**config.mk**
```make
export PLATFORM = sky130hd
export DESIGN_NAME = websocket_frame_deframer_unmask_flat
export DESIGN_NICKNAME = d
export VERILOG_FILES = /design/src/design/wsdf_pkg.sv /design/src/design/wsdf_if.sv /design/src/design/wsdf_parser.sv /design/src/design/websocket_frame_deframer_unmask.sv /design/src/flat_wrapper.sv
export SDC_FILE = /design/constraint.sdc
export NUM_CORES = 1
export LEC_CHECK = 0
export ABC_AREA = 0
export BUFFER_PORTS_ARGS = -buffer_cell sky130_fd_sc_hd__buf_2
export CELL_PAD_IN_SITES_DETAIL_PLACEMENT = 0
export CELL_PAD_IN_SITES_GLOBAL_PLACEMENT = 1
export CORE_MARGIN = 5
export CORE_UTILIZATION = 40
export CTS_CLUSTER_SIZE = 20
export DETAILED_ROUTE_END_ITERATION = 6
export PLACE_DENSITY_LB_ADDON = 0.1
export REMOVE_ABC_BUFFERS = 1
export SLEW_MARGIN = 20
export SYNTH_ARGS = -nofsm -noshare
export SYNTH_HDL_FRONTEND = slang
export SYNTH_SLANG_ARGS = --single-unit
```
**constraint.sdc**
```tcl
create_clock -name clk -period 3.1 [get_ports clk]
set_input_delay 0.62 -clock clk [delete_from_list [all_inputs] [get_ports clk]]
set_output_delay 0.62 -clock clk [all_outputs]
set_load 0.02 [all_outputs]
```
**src/design/wsdf_pkg.sv**
```systemverilog
// ----------------------------------------------------------------------------
// wsdf_pkg
// Shared types and codes for the WebSocket deframer with payload unmasking.
// ----------------------------------------------------------------------------
package wsdf_pkg;

  localparam logic [1:0] KIND_PAYLOAD   = 2'd0;
  localparam logic [1:0] KIND_EMPTY_END = 2'd1;
  localparam logic [1:0] KIND_CLOSE     = 2'd2;
  localparam logic [1:0] KIND_PING      = 2'd3;

  localparam logic [3:0] OP_CLOSE = 4'd8;
  localparam logic [3:0] OP_PING  = 4'd9;

  localparam logic [6:0] LEN_CODE_16 = 7'd126;
  localparam logic [6:0] LEN_CODE_64 = 7'd127;

  localparam int FIN_POS = 7;

  typedef struct packed {
    logic [1:0] kind;
    logic [7:0] payload_byte;
    logic       frame_end;
    logic       message_end;
    logic [3:0] msg_opcode;
  } result_t;

endpackage

```
**src/design/wsdf_if.sv**
```systemverilog
// ----------------------------------------------------------------------------
// wsdf_if
// Valid/ready channels for the raw byte stream and for the deframed results.
// ----------------------------------------------------------------------------
interface wsdf_byte_if;
  logic       valid;
  logic       ready;
  logic [7:0] in_byte;

  modport source (output valid, output in_byte, input ready);
  modport sink (input valid, input in_byte, output ready);
endinterface

interface wsdf_result_if;
  logic       valid;
  logic       ready;
  logic [1:0] kind;
  logic [7:0] payload_byte;
  logic       frame_end;
  logic       message_end;
  logic [3:0] msg_opcode;

  modport source (output valid, output kind, output payload_byte, output frame_end,
                  output message_end, output msg_opcode, input ready);
  modport sink (input valid, input kind, input payload_byte, input frame_end,
                input message_end, input msg_opcode, output ready);
endinterface

```
**src/design/wsdf_parser.sv**
```systemverilog
// ----------------------------------------------------------------------------
// wsdf_parser
// Frame header parser and payload unmasker; handles one byte per enabled cycle.
// ----------------------------------------------------------------------------
module wsdf_parser (
  input  logic              clk,
  input  logic              rst,
  input  logic              en,
  input  logic [7:0]        data,
  output logic              res_valid,
  output wsdf_pkg::result_t res
);
  import wsdf_pkg::*;

  logic [3:0]  header_index, header_index_next;
  logic [3:0]  header_size, header_size_next;
  logic [7:0]  message_flags, message_flags_next;
  logic        mask_present, mask_present_next;
  logic [6:0]  length_code, length_code_next;
  logic [63:0] frame_length, frame_length_next;
  logic [63:0] payload_count, payload_count_next;
  logic [7:0]  mask_key [4];
  logic [7:0]  mask_key_next [4];
  logic        in_payload, in_payload_next;
  logic        stopped, stopped_next;

  function automatic logic [3:0] ext_bytes(input logic [6:0] code);
    logic [3:0] n;
    n = 4'd0;
    if (code == LEN_CODE_16) n = 4'd2;
    else if (code == LEN_CODE_64) n = 4'd8;
    return n;
  endfunction

  logic [3:0]  ext;
  logic [3:0]  ext_end;
  logic [1:0]  key_off;
  logic [63:0] count_inc;
  logic        fend;
  logic [3:0]  op;

  always_comb begin
    header_index_next  = header_index;
    header_size_next   = header_size;
    message_flags_next = message_flags;
    mask_present_next  = mask_present;
    length_code_next   = length_code;
    frame_length_next  = frame_length;
    payload_count_next = payload_count;
    mask_key_next      = mask_key;
    in_payload_next    = in_payload;
    stopped_next       = stopped;
    res_valid          = 1'b0;
    res                = '0;
    res.msg_opcode     = message_flags[3:0];
    ext                = 4'd0;
    ext_end            = 4'd0;
    key_off            = 2'd0;
    count_inc          = payload_count + 64'd1;
    fend               = 1'b0;
    op                 = message_flags[3:0];

    if (en && !stopped) begin
      if (in_payload) begin
        fend               = (count_inc == frame_length);
        payload_count_next = count_inc;
        res_valid          = 1'b1;
        res.kind           = KIND_PAYLOAD;
        res.payload_byte   = mask_present ? (data ^ mask_key[payload_count[1:0]]) : data;
        res.frame_end      = fend;
        res.message_end    = fend & message_flags[FIN_POS];
        if (fend) begin
          in_payload_next   = 1'b0;
          header_index_next = 4'd0;
          if (message_flags[FIN_POS]) stopped_next = 1'b1;
        end
      end else if (header_index == 4'd0) begin
        if (data[3:0] != 4'd0) message_flags_next = data;
        else message_flags_next = {data[7:4], message_flags[3:0]};
        header_index_next = 4'd1;
      end else begin
        if (header_index == 4'd1) begin
          ext               = ext_bytes(data[6:0]);
          mask_present_next = data[7];
          length_code_next  = data[6:0];
          header_size_next  = 4'd2 + ext + (data[7] ? 4'd4 : 4'd0);
          frame_length_next = (data[6:0] < LEN_CODE_16) ? {57'd0, data[6:0]} : 64'd0;
        end else begin
          ext     = ext_bytes(length_code);
          ext_end = 4'd2 + ext;
          if (header_index < ext_end) begin
            frame_length_next = {frame_length[55:0], data};
          end else begin
            key_off = 2'(header_index - ext_end);
            mask_key_next[key_off] = data;
          end
        end
        if (({1'b0, header_index} + 5'd1) < {1'b0, header_size_next}) begin
          header_index_next = header_index + 4'd1;
        end else begin
          header_index_next  = 4'd0;
          payload_count_next = 64'd0;
          if (op == OP_CLOSE || op == OP_PING) begin
            frame_length_next = 64'd0;
            stopped_next      = 1'b1;
            res_valid         = 1'b1;
            res.kind          = (op == OP_CLOSE) ? KIND_CLOSE : KIND_PING;
          end else if (frame_length_next == 64'd0) begin
            res_valid       = 1'b1;
            res.kind        = KIND_EMPTY_END;
            res.frame_end   = 1'b1;
            res.message_end = message_flags[FIN_POS];
            in_payload_next = 1'b0;
            if (message_flags[FIN_POS]) stopped_next = 1'b1;
          end else begin
            in_payload_next = 1'b1;
          end
        end
      end
    end
  end

  always_ff @(posedge clk) begin
    if (rst) begin
      header_index  <= '0;
      header_size   <= '0;
      message_flags <= '0;
      mask_present  <= 1'b0;
      length_code   <= '0;
      frame_length  <= '0;
      payload_count <= '0;
      mask_key      <= '{default: '0};
      in_payload    <= 1'b0;
      stopped       <= 1'b0;
    end else begin
      header_index  <= header_index_next;
      header_size   <= header_size_next;
      message_flags <= message_flags_next;
      mask_present  <= mask_present_next;
      length_code   <= length_code_next;
      frame_length  <= frame_length_next;
      payload_count <= payload_count_next;
      mask_key      <= mask_key_next;
      in_payload    <= in_payload_next;
      stopped       <= stopped_next;
    end
  end

  a_stop_holds: assert property (@(posedge clk) disable iff (rst)
    stopped |=> stopped)
    else $error("parser left the stopped state without reset");

  a_no_result_stopped: assert property (@(posedge clk) disable iff (rst)
    stopped |-> !res_valid)
    else $error("result produced while stopped");

  a_header_in_range: assert property (@(posedge clk) disable iff (rst)
    (!in_payload && header_index > 4'd1) |-> header_index < header_size)
    else $error("header index ran past the header size");

endmodule

```
**src/design/websocket_frame_deframer_unmask.sv**
```systemverilog
// ----------------------------------------------------------------------------
// websocket_frame_deframer_unmask
// An accepted byte is held in s1_byte; its parsed result goes to the output register.
// Throughput: one byte per cycle unless a held result waits on result.ready.
// Reset (rst, synchronous) returns the parser to the first header byte and
// clears the stopped state; a close, ping or completed final frame stops the
// block, and every later byte is taken and dropped until the next reset.
// ----------------------------------------------------------------------------
module websocket_frame_deframer_unmask (
  input  logic          clk,
  input  logic          rst,
  wsdf_byte_if.sink     stream,
  wsdf_result_if.source result
);
  import wsdf_pkg::*;

  logic       s1_valid;
  logic [7:0] s1_byte;
  logic       s1_advance;
  logic       out_valid;
  result_t    out_res;
  logic       res_valid;
  result_t    res;

  assign s1_advance   = !out_valid || result.ready;
  assign stream.ready = !s1_valid || s1_advance;

  always_ff @(posedge clk) begin
    if (rst) begin
      s1_valid <= 1'b0;
    end else if (stream.ready) begin
      s1_valid <= stream.valid;
    end
  end

  always_ff @(posedge clk) begin
    if (stream.ready && stream.valid) begin
      s1_byte <= stream.in_byte;
    end
  end

  wsdf_parser u_parser (
    .clk       (clk),
    .rst       (rst),
    .en        (s1_valid && s1_advance),
    .data      (s1_byte),
    .res_valid (res_valid),
    .res       (res)
  );

  always_ff @(posedge clk) begin
    if (rst) begin
      out_valid <= 1'b0;
    end else if (s1_advance) begin
      out_valid <= s1_valid && res_valid;
    end
  end

  always_ff @(posedge clk) begin
    if (s1_advance && s1_valid && res_valid) begin
      out_res <= res;
    end
  end

  assign result.valid        = out_valid;
  assign result.kind         = out_res.kind;
  assign result.payload_byte = out_res.payload_byte;
  assign result.frame_end    = out_res.frame_end;
  assign result.message_end  = out_res.message_end;
  assign result.msg_opcode   = out_res.msg_opcode;

  a_msg_end_is_frame_end: assert property (@(posedge clk) disable iff (rst)
    (out_valid && out_res.message_end) |-> out_res.frame_end)
    else $error("message end without frame end");

  a_zero_byte_off_payload: assert property (@(posedge clk) disable iff (rst)
    (out_valid && out_res.kind != KIND_PAYLOAD) |-> out_res.payload_byte == 8'd0)
    else $error("nonzero byte on a non-payload result");

  a_control_no_end: assert property (@(posedge clk) disable iff (rst)
    (out_valid && (out_res.kind == KIND_CLOSE || out_res.kind == KIND_PING))
      |-> (!out_res.frame_end && !out_res.message_end))
    else $error("close or ping result marked as frame end");

  a_silent_after_stop: assert property (@(posedge clk) disable iff (rst)
    (out_valid && result.ready && (out_res.message_end || out_res.kind == KIND_CLOSE
      || out_res.kind == KIND_PING)) |=> !out_valid)
    else $error("result produced after the block stopped");

endmodule
```
**src/flat_wrapper.sv**
```systemverilog
// flat-port wrapper written by rule: the top's interface ports become plain ports
module websocket_frame_deframer_unmask_flat import wsdf_pkg::*;
  (clk, rst, stream_valid, stream_in_byte, stream_ready, result_valid, result_kind, result_payload_byte, result_frame_end, result_message_end, result_msg_opcode, result_ready);
  wsdf_byte_if stream_i ();
  wsdf_result_if result_i ();
  input  logic clk;
  input  logic rst;
  input wire logic [$bits(stream_i.valid)-1:0] stream_valid;
  input wire logic [$bits(stream_i.in_byte)-1:0] stream_in_byte;
  output wire logic [$bits(stream_i.ready)-1:0] stream_ready;
  output wire logic [$bits(result_i.valid)-1:0] result_valid;
  output wire logic [$bits(result_i.kind)-1:0] result_kind;
  output wire logic [$bits(result_i.payload_byte)-1:0] result_payload_byte;
  output wire logic [$bits(result_i.frame_end)-1:0] result_frame_end;
  output wire logic [$bits(result_i.message_end)-1:0] result_message_end;
  output wire logic [$bits(result_i.msg_opcode)-1:0] result_msg_opcode;
  input wire logic [$bits(result_i.ready)-1:0] result_ready;
  assign stream_i.valid = stream_valid;
  assign stream_i.in_byte = stream_in_byte;
  assign stream_ready = stream_i.ready;
  assign result_valid = result_i.valid;
  assign result_kind = result_i.kind;
  assign result_payload_byte = result_i.payload_byte;
  assign result_frame_end = result_i.frame_end;
  assign result_message_end = result_i.message_end;
  assign result_msg_opcode = result_i.msg_opcode;
  assign result_i.ready = result_ready;
  websocket_frame_deframer_unmask u_core (.clk(clk), .rst(rst), .stream(stream_i), .result(result_i));
endmodule
```
== Word level (Yosys, flattened, before mapping) ==
Cells that the tools add are included.

* Bitwise logic cells: 9
* Eq/ne operators: 11
* Muxes and demuxes: 66
* Reduce and logical (&&, ||, !) cells: 26
* Magnitude comparators: 6
* $add $sub $neg: 7

{| class="wikitable"
|+ Operator list
! operator !! count
|-
| 2-to-1 mux 64 bit || 10
|-
| 2-to-1 mux 4 bit || 20
|-
| adder 64 x 1 -> 64 bit, second input constant || 1
|-
| equality test 64 bit || 1
|-
| zero test 64 bit || 1
|-
| bitwise mux 32 bit || 1
|-
| 2-to-1 mux 8 bit || 4
|-
| equality test 7 bit, second input constant || 4
|-
| 2-to-1 mux 1 bit || 21
|-
| binary-select mux 8 bit (select 2 bit) || 1
|-
| demux 8 bit (select 2 bit) || 1
|-
| 2-to-1 mux 2 bit || 6
|-
| AND reduction 5 bit || 2
|-
| AND reduction 3 bit || 3
|-
| adder 2 x 4 -> 4 bit, first input constant || 2
|-
| equality test 4 bit, second input constant || 2
|-
| AND reduction 4 bit || 2
|-
| XOR 8 bit || 1
|-
| < comparator 7 bit, second input constant || 1
|-
| 2-to-1 mux 7 bit || 1
|-
| greater-or-equal comparator 3 bit, second input constant || 2
|-
| logical AND 1 bit || 6
|-
| inverter 2 -> 3 bit || 2
|-
| adder 4 x 1 -> 5 bit, second input constant || 1
|-
| 19 further kinds || 29
|}

* Bits in registers: 212
* Output and inout bits: 18
* Input bits: 12
* Word-level logic and storage cells: 147

== Depth between registers and ports, before layout ==
* Word-level depth: 22
* Depth in mapped cells: 18
* Gate-level depth less buffers: 16

== Cells and area by module ==
Synthesis repeated with hierarchy kept, for this count alone.

* Cells, all modules: 1458
* Area, all modules: 11932.7 µm²

{| class="wikitable"
|+ Modules (own cells, without submodules)
! module !! area an instance (µm²) !! times used !! cells each !! sequential area each (µm²)
|-
| wsdf_parser || 11109.4 || 1 || 1423 || 3663.5
|-
| websocket_frame_deframer_unmask || 823.3 || 1 || 35 || 760.7
|}

== Least setup slack after synthesis ==
No wires, ideal clock.

* Path type: reg2reg
* Start: register u_core.u_parser.header_index[1]
* End: register u_core.out_res, in the netlist u_core.result.frame_end (enable)
* Buffers on the path: 2
* Library setup time: 0.364 ns
* Setup slack: -0.375 ns
* Stages on the path, launching flop included: 18
* Period minus slack after synthesis: 3.475 ns
* Required time: 2.736 ns
* Arrival time: 3.111 ns
* Cells stage by stage: dfxtp_1 inv_1 ha_1 or3b_2 clkbuf_1 nor2_1 a21oi_1 ha_1 inv_1 a31oi_1 o21a_1 o21ai_0 nand2_1 a21oi_1 nor2_1 clkbuf_1 nand2_1 inv_1

* Cells in the longest elaborated chain, start to end: 14
* Elaborated cells on any way between the ends: 22
* Classes of those cells: add/sub (1); order compare (2); eq/ne (1); mux (15); reduce/logical (3)

{| class="wikitable"
|+ RTL lines
! element !! line !! RTL
|-
| start: declaration || wsdf_parser.sv:15 || <nowiki>logic [3:0] header_index, header_index_next;</nowiki>
|-
| start signal: assignment || wsdf_parser.sv:136 || <nowiki>header_index <= header_index_next;</nowiki>
|-
| < comparator 4 bit || wsdf_parser.sv:91 || <nowiki>if (header_index < ext_end) begin</nowiki>
|-
| 2-to-1 mux 64 bit || wsdf_parser.sv:91 ||
|-
| 2-to-1 mux 64 bit || wsdf_parser.sv:82 || <nowiki>if (header_index == 4'd1) begin</nowiki>
|-
| 2-to-1 mux 64 bit || wsdf_parser.sv:77 || <nowiki>end else if (header_index == 4'd0) begin</nowiki>
|-
| 2-to-1 mux 64 bit || wsdf_parser.sv:64 || <nowiki>if (in_payload) begin</nowiki>
|-
| 2-to-1 mux 64 bit || wsdf_parser.sv:63 || <nowiki>if (en && !stopped) begin</nowiki>
|-
| zero test 64 bit || wsdf_parser.sv:108 || <nowiki>end else if (frame_length_next == 64'd0) begin</nowiki>
|-
| 2-to-1 mux 1 bit || wsdf_parser.sv:108 ||
|-
| 2-to-1 mux 1 bit || wsdf_parser.sv:103 || <nowiki>if (op == OP_CLOSE || op == OP_PING) begin</nowiki>
|-
| 2-to-1 mux 1 bit || wsdf_parser.sv:98 || <nowiki>if (({1'b0, header_index} + 5'd1) < {1'b0, header_size_next}) begin</nowiki>
|-
| 2-to-1 mux 1 bit (*) || wsdf_parser.sv:77 ||
|-
| 2-to-1 mux 1 bit (*) || wsdf_parser.sv:64 ||
|-
| 2-to-1 mux 1 bit (*) || wsdf_parser.sv:63 ||
|-
| logical AND 1 bit (*) || websocket_frame_deframer_unmask.sv:60 || <nowiki>if (s1_advance && s1_valid && res_valid) begin</nowiki>
|-
| end signal: assignment || websocket_frame_deframer_unmask.sv:61 || <nowiki>out_res <= res;</nowiki>
|-
| end: declaration || websocket_frame_deframer_unmask.sv:21 || <nowiki>result_t out_res;</nowiki>
|}

Every way passes the cells marked *; elsewhere a longest branch is shown, timed or not. The select of a mux whose other input is x is not followed.
A chain may end at the register's enable or synchronous reset.

== Worst setup path in the final report ==
* Start: register u_core.u_parser.payload_count[7]
* End: register u_core.u_parser.header_index[3]

* Cells in the longest elaborated chain, start to end: 4

{| class="wikitable"
|+ RTL lines
! element !! line !! RTL
|-
| start: declaration || wsdf_parser.sv:21 || <nowiki>logic [63:0] payload_count, payload_count_next;</nowiki>
|-
| start signal: assignment || wsdf_parser.sv:142 || <nowiki>payload_count <= payload_count_next;</nowiki>
|-
| adder 64 x 1 -> 64 bit || wsdf_parser.sv:59 || <nowiki>count_inc = payload_count + 64'd1;</nowiki>
|-
| equality test 64 bit || wsdf_parser.sv:65 || <nowiki>fend = (count_inc == frame_length);</nowiki>
|-
| != test 2 x 1 -> 1 bit (no source line) || - ||
|-
| AND reduction 2 bit (no source line) || - ||
|}

Every way passes these cells.

==> qor.yml <==
detailed_routing:
  vias: 11390
  wl_met3_um: 2157
  drtIter0Drc: 890
  topRoutingLayerUsed: "met4"
  vias_per_cell: 5.617
  drc: 0
  wl_um: 41060
  wl_per_cell_um: 20.25
  met1Wirelength_um: 17640
  wl_met2_um: 19460
  ant_nets: 0
  drt_first_pass_iters: 5
worst_setup_path:
  startpoint_type: "register"
  reg2reg_setup_slack_ps: -270
  cp_slowest_cell: "or3_4"
  reg2reg_to: "u_core.u_parser.header_index[3]"
  cp-startpoint: "u_core.u_parser.payload_count[7]"
  cp_cell_sequence: "nand4_1, or3_4, or3_4, nor4b_4, o221ai_1, a2111oi_2, nand4_1, nor4_4, buf_6, o21ai_4, a32o_1"
  worstPathRequired_ps: 3540
  critPathCaptureType: "register"
  regToRegStartpoint: "u_core.u_parser.payload_count[7]"
  worstPathArrival_ps: 3820
  critical_path_cell_count: 11
  critPathBufInv: 1
  r2r_cells: 11
  max_stage_delay_ps: 440
  critPathKind: "register to register"
  critPathMaxFanout: 5
  crit_path_end: "u_core.u_parser.header_index[3]"
  cp_top_family: "simple AND/OR/NAND/NOR gates"
clock_tree:
  htree_levels: 1
  cts_hold_buf: 0
  cts-buffers-inserted: 26
  clockBufferDepth: 3
  cts_root_buf: "clkbuf_16"
  clkTransAtPathRegs_ps: 60
  tritoncts: "yes"
  insertion_delay_ps: 550
  clock-sinks: 209
outcome:
  failed_checks: "setup timing"
  status: "finished with violations"
die:
  die_h_um: 178
  core.rowCount: 61
  initial_core_util_pct: 40.53
  ios: 30
  dieArea_mm2: 0.03168
  die_x_um: 178
  core_area_mm2: 0.02786
synth:
  synthArstFlopShare_pct: 0
  yosys.area_share.simple_pct: 27.17
  ys_seq_area_share_pct: 39.19
  ys_seq_elements: 209
  synth_cell_types: 66
  synth_ff_type: "dfxtp_1"
  yosys.area_share.xor_xnor_pct: 8.611
  synth-edff-count: 24
  synthMuxAreaShare_pct: 4.078
  synth_area_mm2: 0.01129
  synthCells: 1390
  synth_top_family_by_area: "simple AND/OR/NAND/NOR gates"
  ys_warn_count: 0
  syn-mean-instance-area_um2: 8.122
  synth_compound_area_share_pct: 15.60
  yosys.area_share.adder_pct: 1.108
power:
  swShare_pct: 23.63
  power.share.combinational_pct: 4.9
  clockPowerShare_pct: 49.6
  switching_power_uw: 1436
  p_per_area_mw_per_mm2: 399.8
  cell_internal_pwr_uw: 4641
  vdd_drop_max_mv: 0.3965
  pwr-share-seq_pct: 45.5
  p_leak_uw: 0.005797
cells_and_area:
  layout-drive-gt1-share_pct: 27.64
  final_common_cell: "buf_4"
  nFillCells: 2647
  area_delta_synth_final_pct: 34.63
  nets: 1652
  multi_input_area_mm2: 0.006793
  diodes: 0
  fin_cells: 2028
  final_util_pct: 54.56
  seqCellArea_mm2: 0.004441
  final_cell_mix: "262 x buf_4, 204 x nor2_1, 174 x dfxtp_1"
placed_design:
  io_buffers: 29
  dpl.cell_count: 1953
  gp_congestion: 0.9736
  hpwl_um: 29570
job:
  drv_cap: 0
sta:
  finalMaxSlewViolations: 0
  rsz0062_at_grt: "true"
  post-route-period-util_pct: 108.8
  setup_viol: 8
  whs_ps: 238.4
  relSlewSlack_pct: 40.47
  setup_ws_ps: -273.1
  tightest_slew_ps: 891.1
  final.setup.tns_ps: -1815
  skew_ps: 13.92
  period_needed_ps: 3373
  finalHoldViolCount: 0
  fmaxAchievable_ghz: 0.2965
global_route:
  overflow: 0
  antenna_found_initial: 0
  grt_pass1_wl_um: 64430
  grt_usage_pct: 25.69
  grt_pass1_vias: 11270
  grt_max_degree: 99
min_path:
  hold_class: "input pin to register"
[power groups by stage]
stage               registers [uW]  clock network (uW)  logic [uW]
floorplan                     2840                   0        99.9
global placement              2820                   0         264
finish                        2760                3010         298
detailed placement            2820                   0         264
CTS                           2760                3080         277
global route                  2770                3190         324
[worst min-delay path by stage]
| stage | startpoint | end | cells after the start |
|---|---|---|---|
| global placement | u_core.u_parser.mask_key[20] | u_core.u_parser.mask_key[20] | 2 |
| detailed placement | u_core.u_parser.mask_key[21] | u_core.u_parser.mask_key[21] | 2 |
| finish | stream_in_byte[5] | u_core.s1_byte[5] | 1 |
| global route | stream_in_byte[7] | u_core.s1_byte[7] | 1 |
| CTS | stream_in_byte[5] | u_core.s1_byte[5] | 1 |
| floorplan | u_core.u_parser.mask_key[16] | u_core.u_parser.mask_key[16] | 2 |
[layer usage]
layer  track usage [%]  vias to the layer above
li1                  -                     5481
met1             33.66                     5465
met2             43.40                      347
met3             3.285                       98
met4             9.507                        0
met5                 0                        -
[Yosys cell counts, drive strengths merged, types with 5 or more instances]
| cell type | instances | area share (%) |
|---|---|---|
| a21oi | 90 | 4.0 |
| a22oi | 72 | 4.8 |
| a311oi | 13 | 1.0 |
| a31oi | 12 | 0.66 |
| and2 | 14 | 0.78 |
| and3 | 16 | 0.89 |
| and4 | 9 | 0.70 |
| buf | 21 | 0.90 |
| clkbuf | 86 | 2.9 |
| dfxtp | 185 | 33 |
| edfxtp | 24 | 6.4 |
| ha | 10 | 1.1 |
| inv | 14 | 0.47 |
| mux2i | 28 | 2.5 |
| mux4 | 8 | 1.6 |
| nand2 | 139 | 4.6 |
| nand2b | 7 | 0.39 |
| nand3 | 37 | 1.7 |
| nand4 | 44 | 2.5 |
| nor2 | 209 | 6.9 |
| nor2b | 5 | 0.28 |
| nor3 | 39 | 1.8 |
| nor3b | 5 | 0.33 |
| nor4 | 52 | 3.3 |
| o21a | 7 | 0.47 |
| o21ai | 65 | 2.9 |
| or3 | 17 | 0.99 |
| or4 | 9 | 0.66 |
| xnor2 | 70 | 5.4 |
| xor2 | 41 | 3.2 |
[repair_timing]
item,4_1_cts,5_1_grt
resized for setup,60,53
cloned,3,3
pin swaps,36,18
buffers inserted,13,9
setup endpoints to repair,82,138
[through the flow]
step / total power (uW) / area (um2) / setup slack (ps)
final: 6077 / 15200 / -273.1
after global routing: 6280 / 15200 / -413.3
after CTS: 6121 / 14850 / -279.9
after detailed placement: 3088 / 13600 / -468.9
after global placement: 3088 / 13600 / -436.8
after floorplan: 2937 / 10860 / -3634
[sequential cells by signal, summed over array words and instances (netlist names)]
register / flops
u_core.u_parser.payload_count: 64
u_core.s1_byte: 8
u_core.u_parser.in_payload: 1
u_core.result.kind: 2
u_core.u_parser.header_size: 4
u_core.result.frame_end: 1
u_core.u_parser.mask_present: 1
u_core.u_parser.stopped: 1
u_core.u_parser.header_index: 4
u_core.u_parser.frame_length: 64
u_core.result.valid: 1
u_core.s1_valid: 1
u_core.result.payload_byte: 8
u_core.u_parser.message_flags: 5
u_core.u_parser.length_code: 7
u_core.result.msg_opcode: 4
u_core.u_parser.mask_key: 32
u_core.result.message_end: 1
[cell families after synthesis]
| logic type | Yosys count |
|---|---|
| AO/OA/AOI/OAI | 283 |
| XOR/XNOR | 111 |
| adder cells (fa/ha/maj) | 10 |
| buffers and inverters | 121 |
| flip-flops | 209 |
| multiplexers | 36 |
| AND/OR/NAND/NOR | 620 |
[final cells by class]
class	instances	share of cell area (%)
clock buffer	38	4.972
clock inverter	10	0.6997
inverter	14	0.3457
multi-input combinational	1060	44.69
sequential	209	29.21
tap	378	3.112
timing repair buffer	319	16.97
No activity file was read; power rests on OpenSTA's default activity.
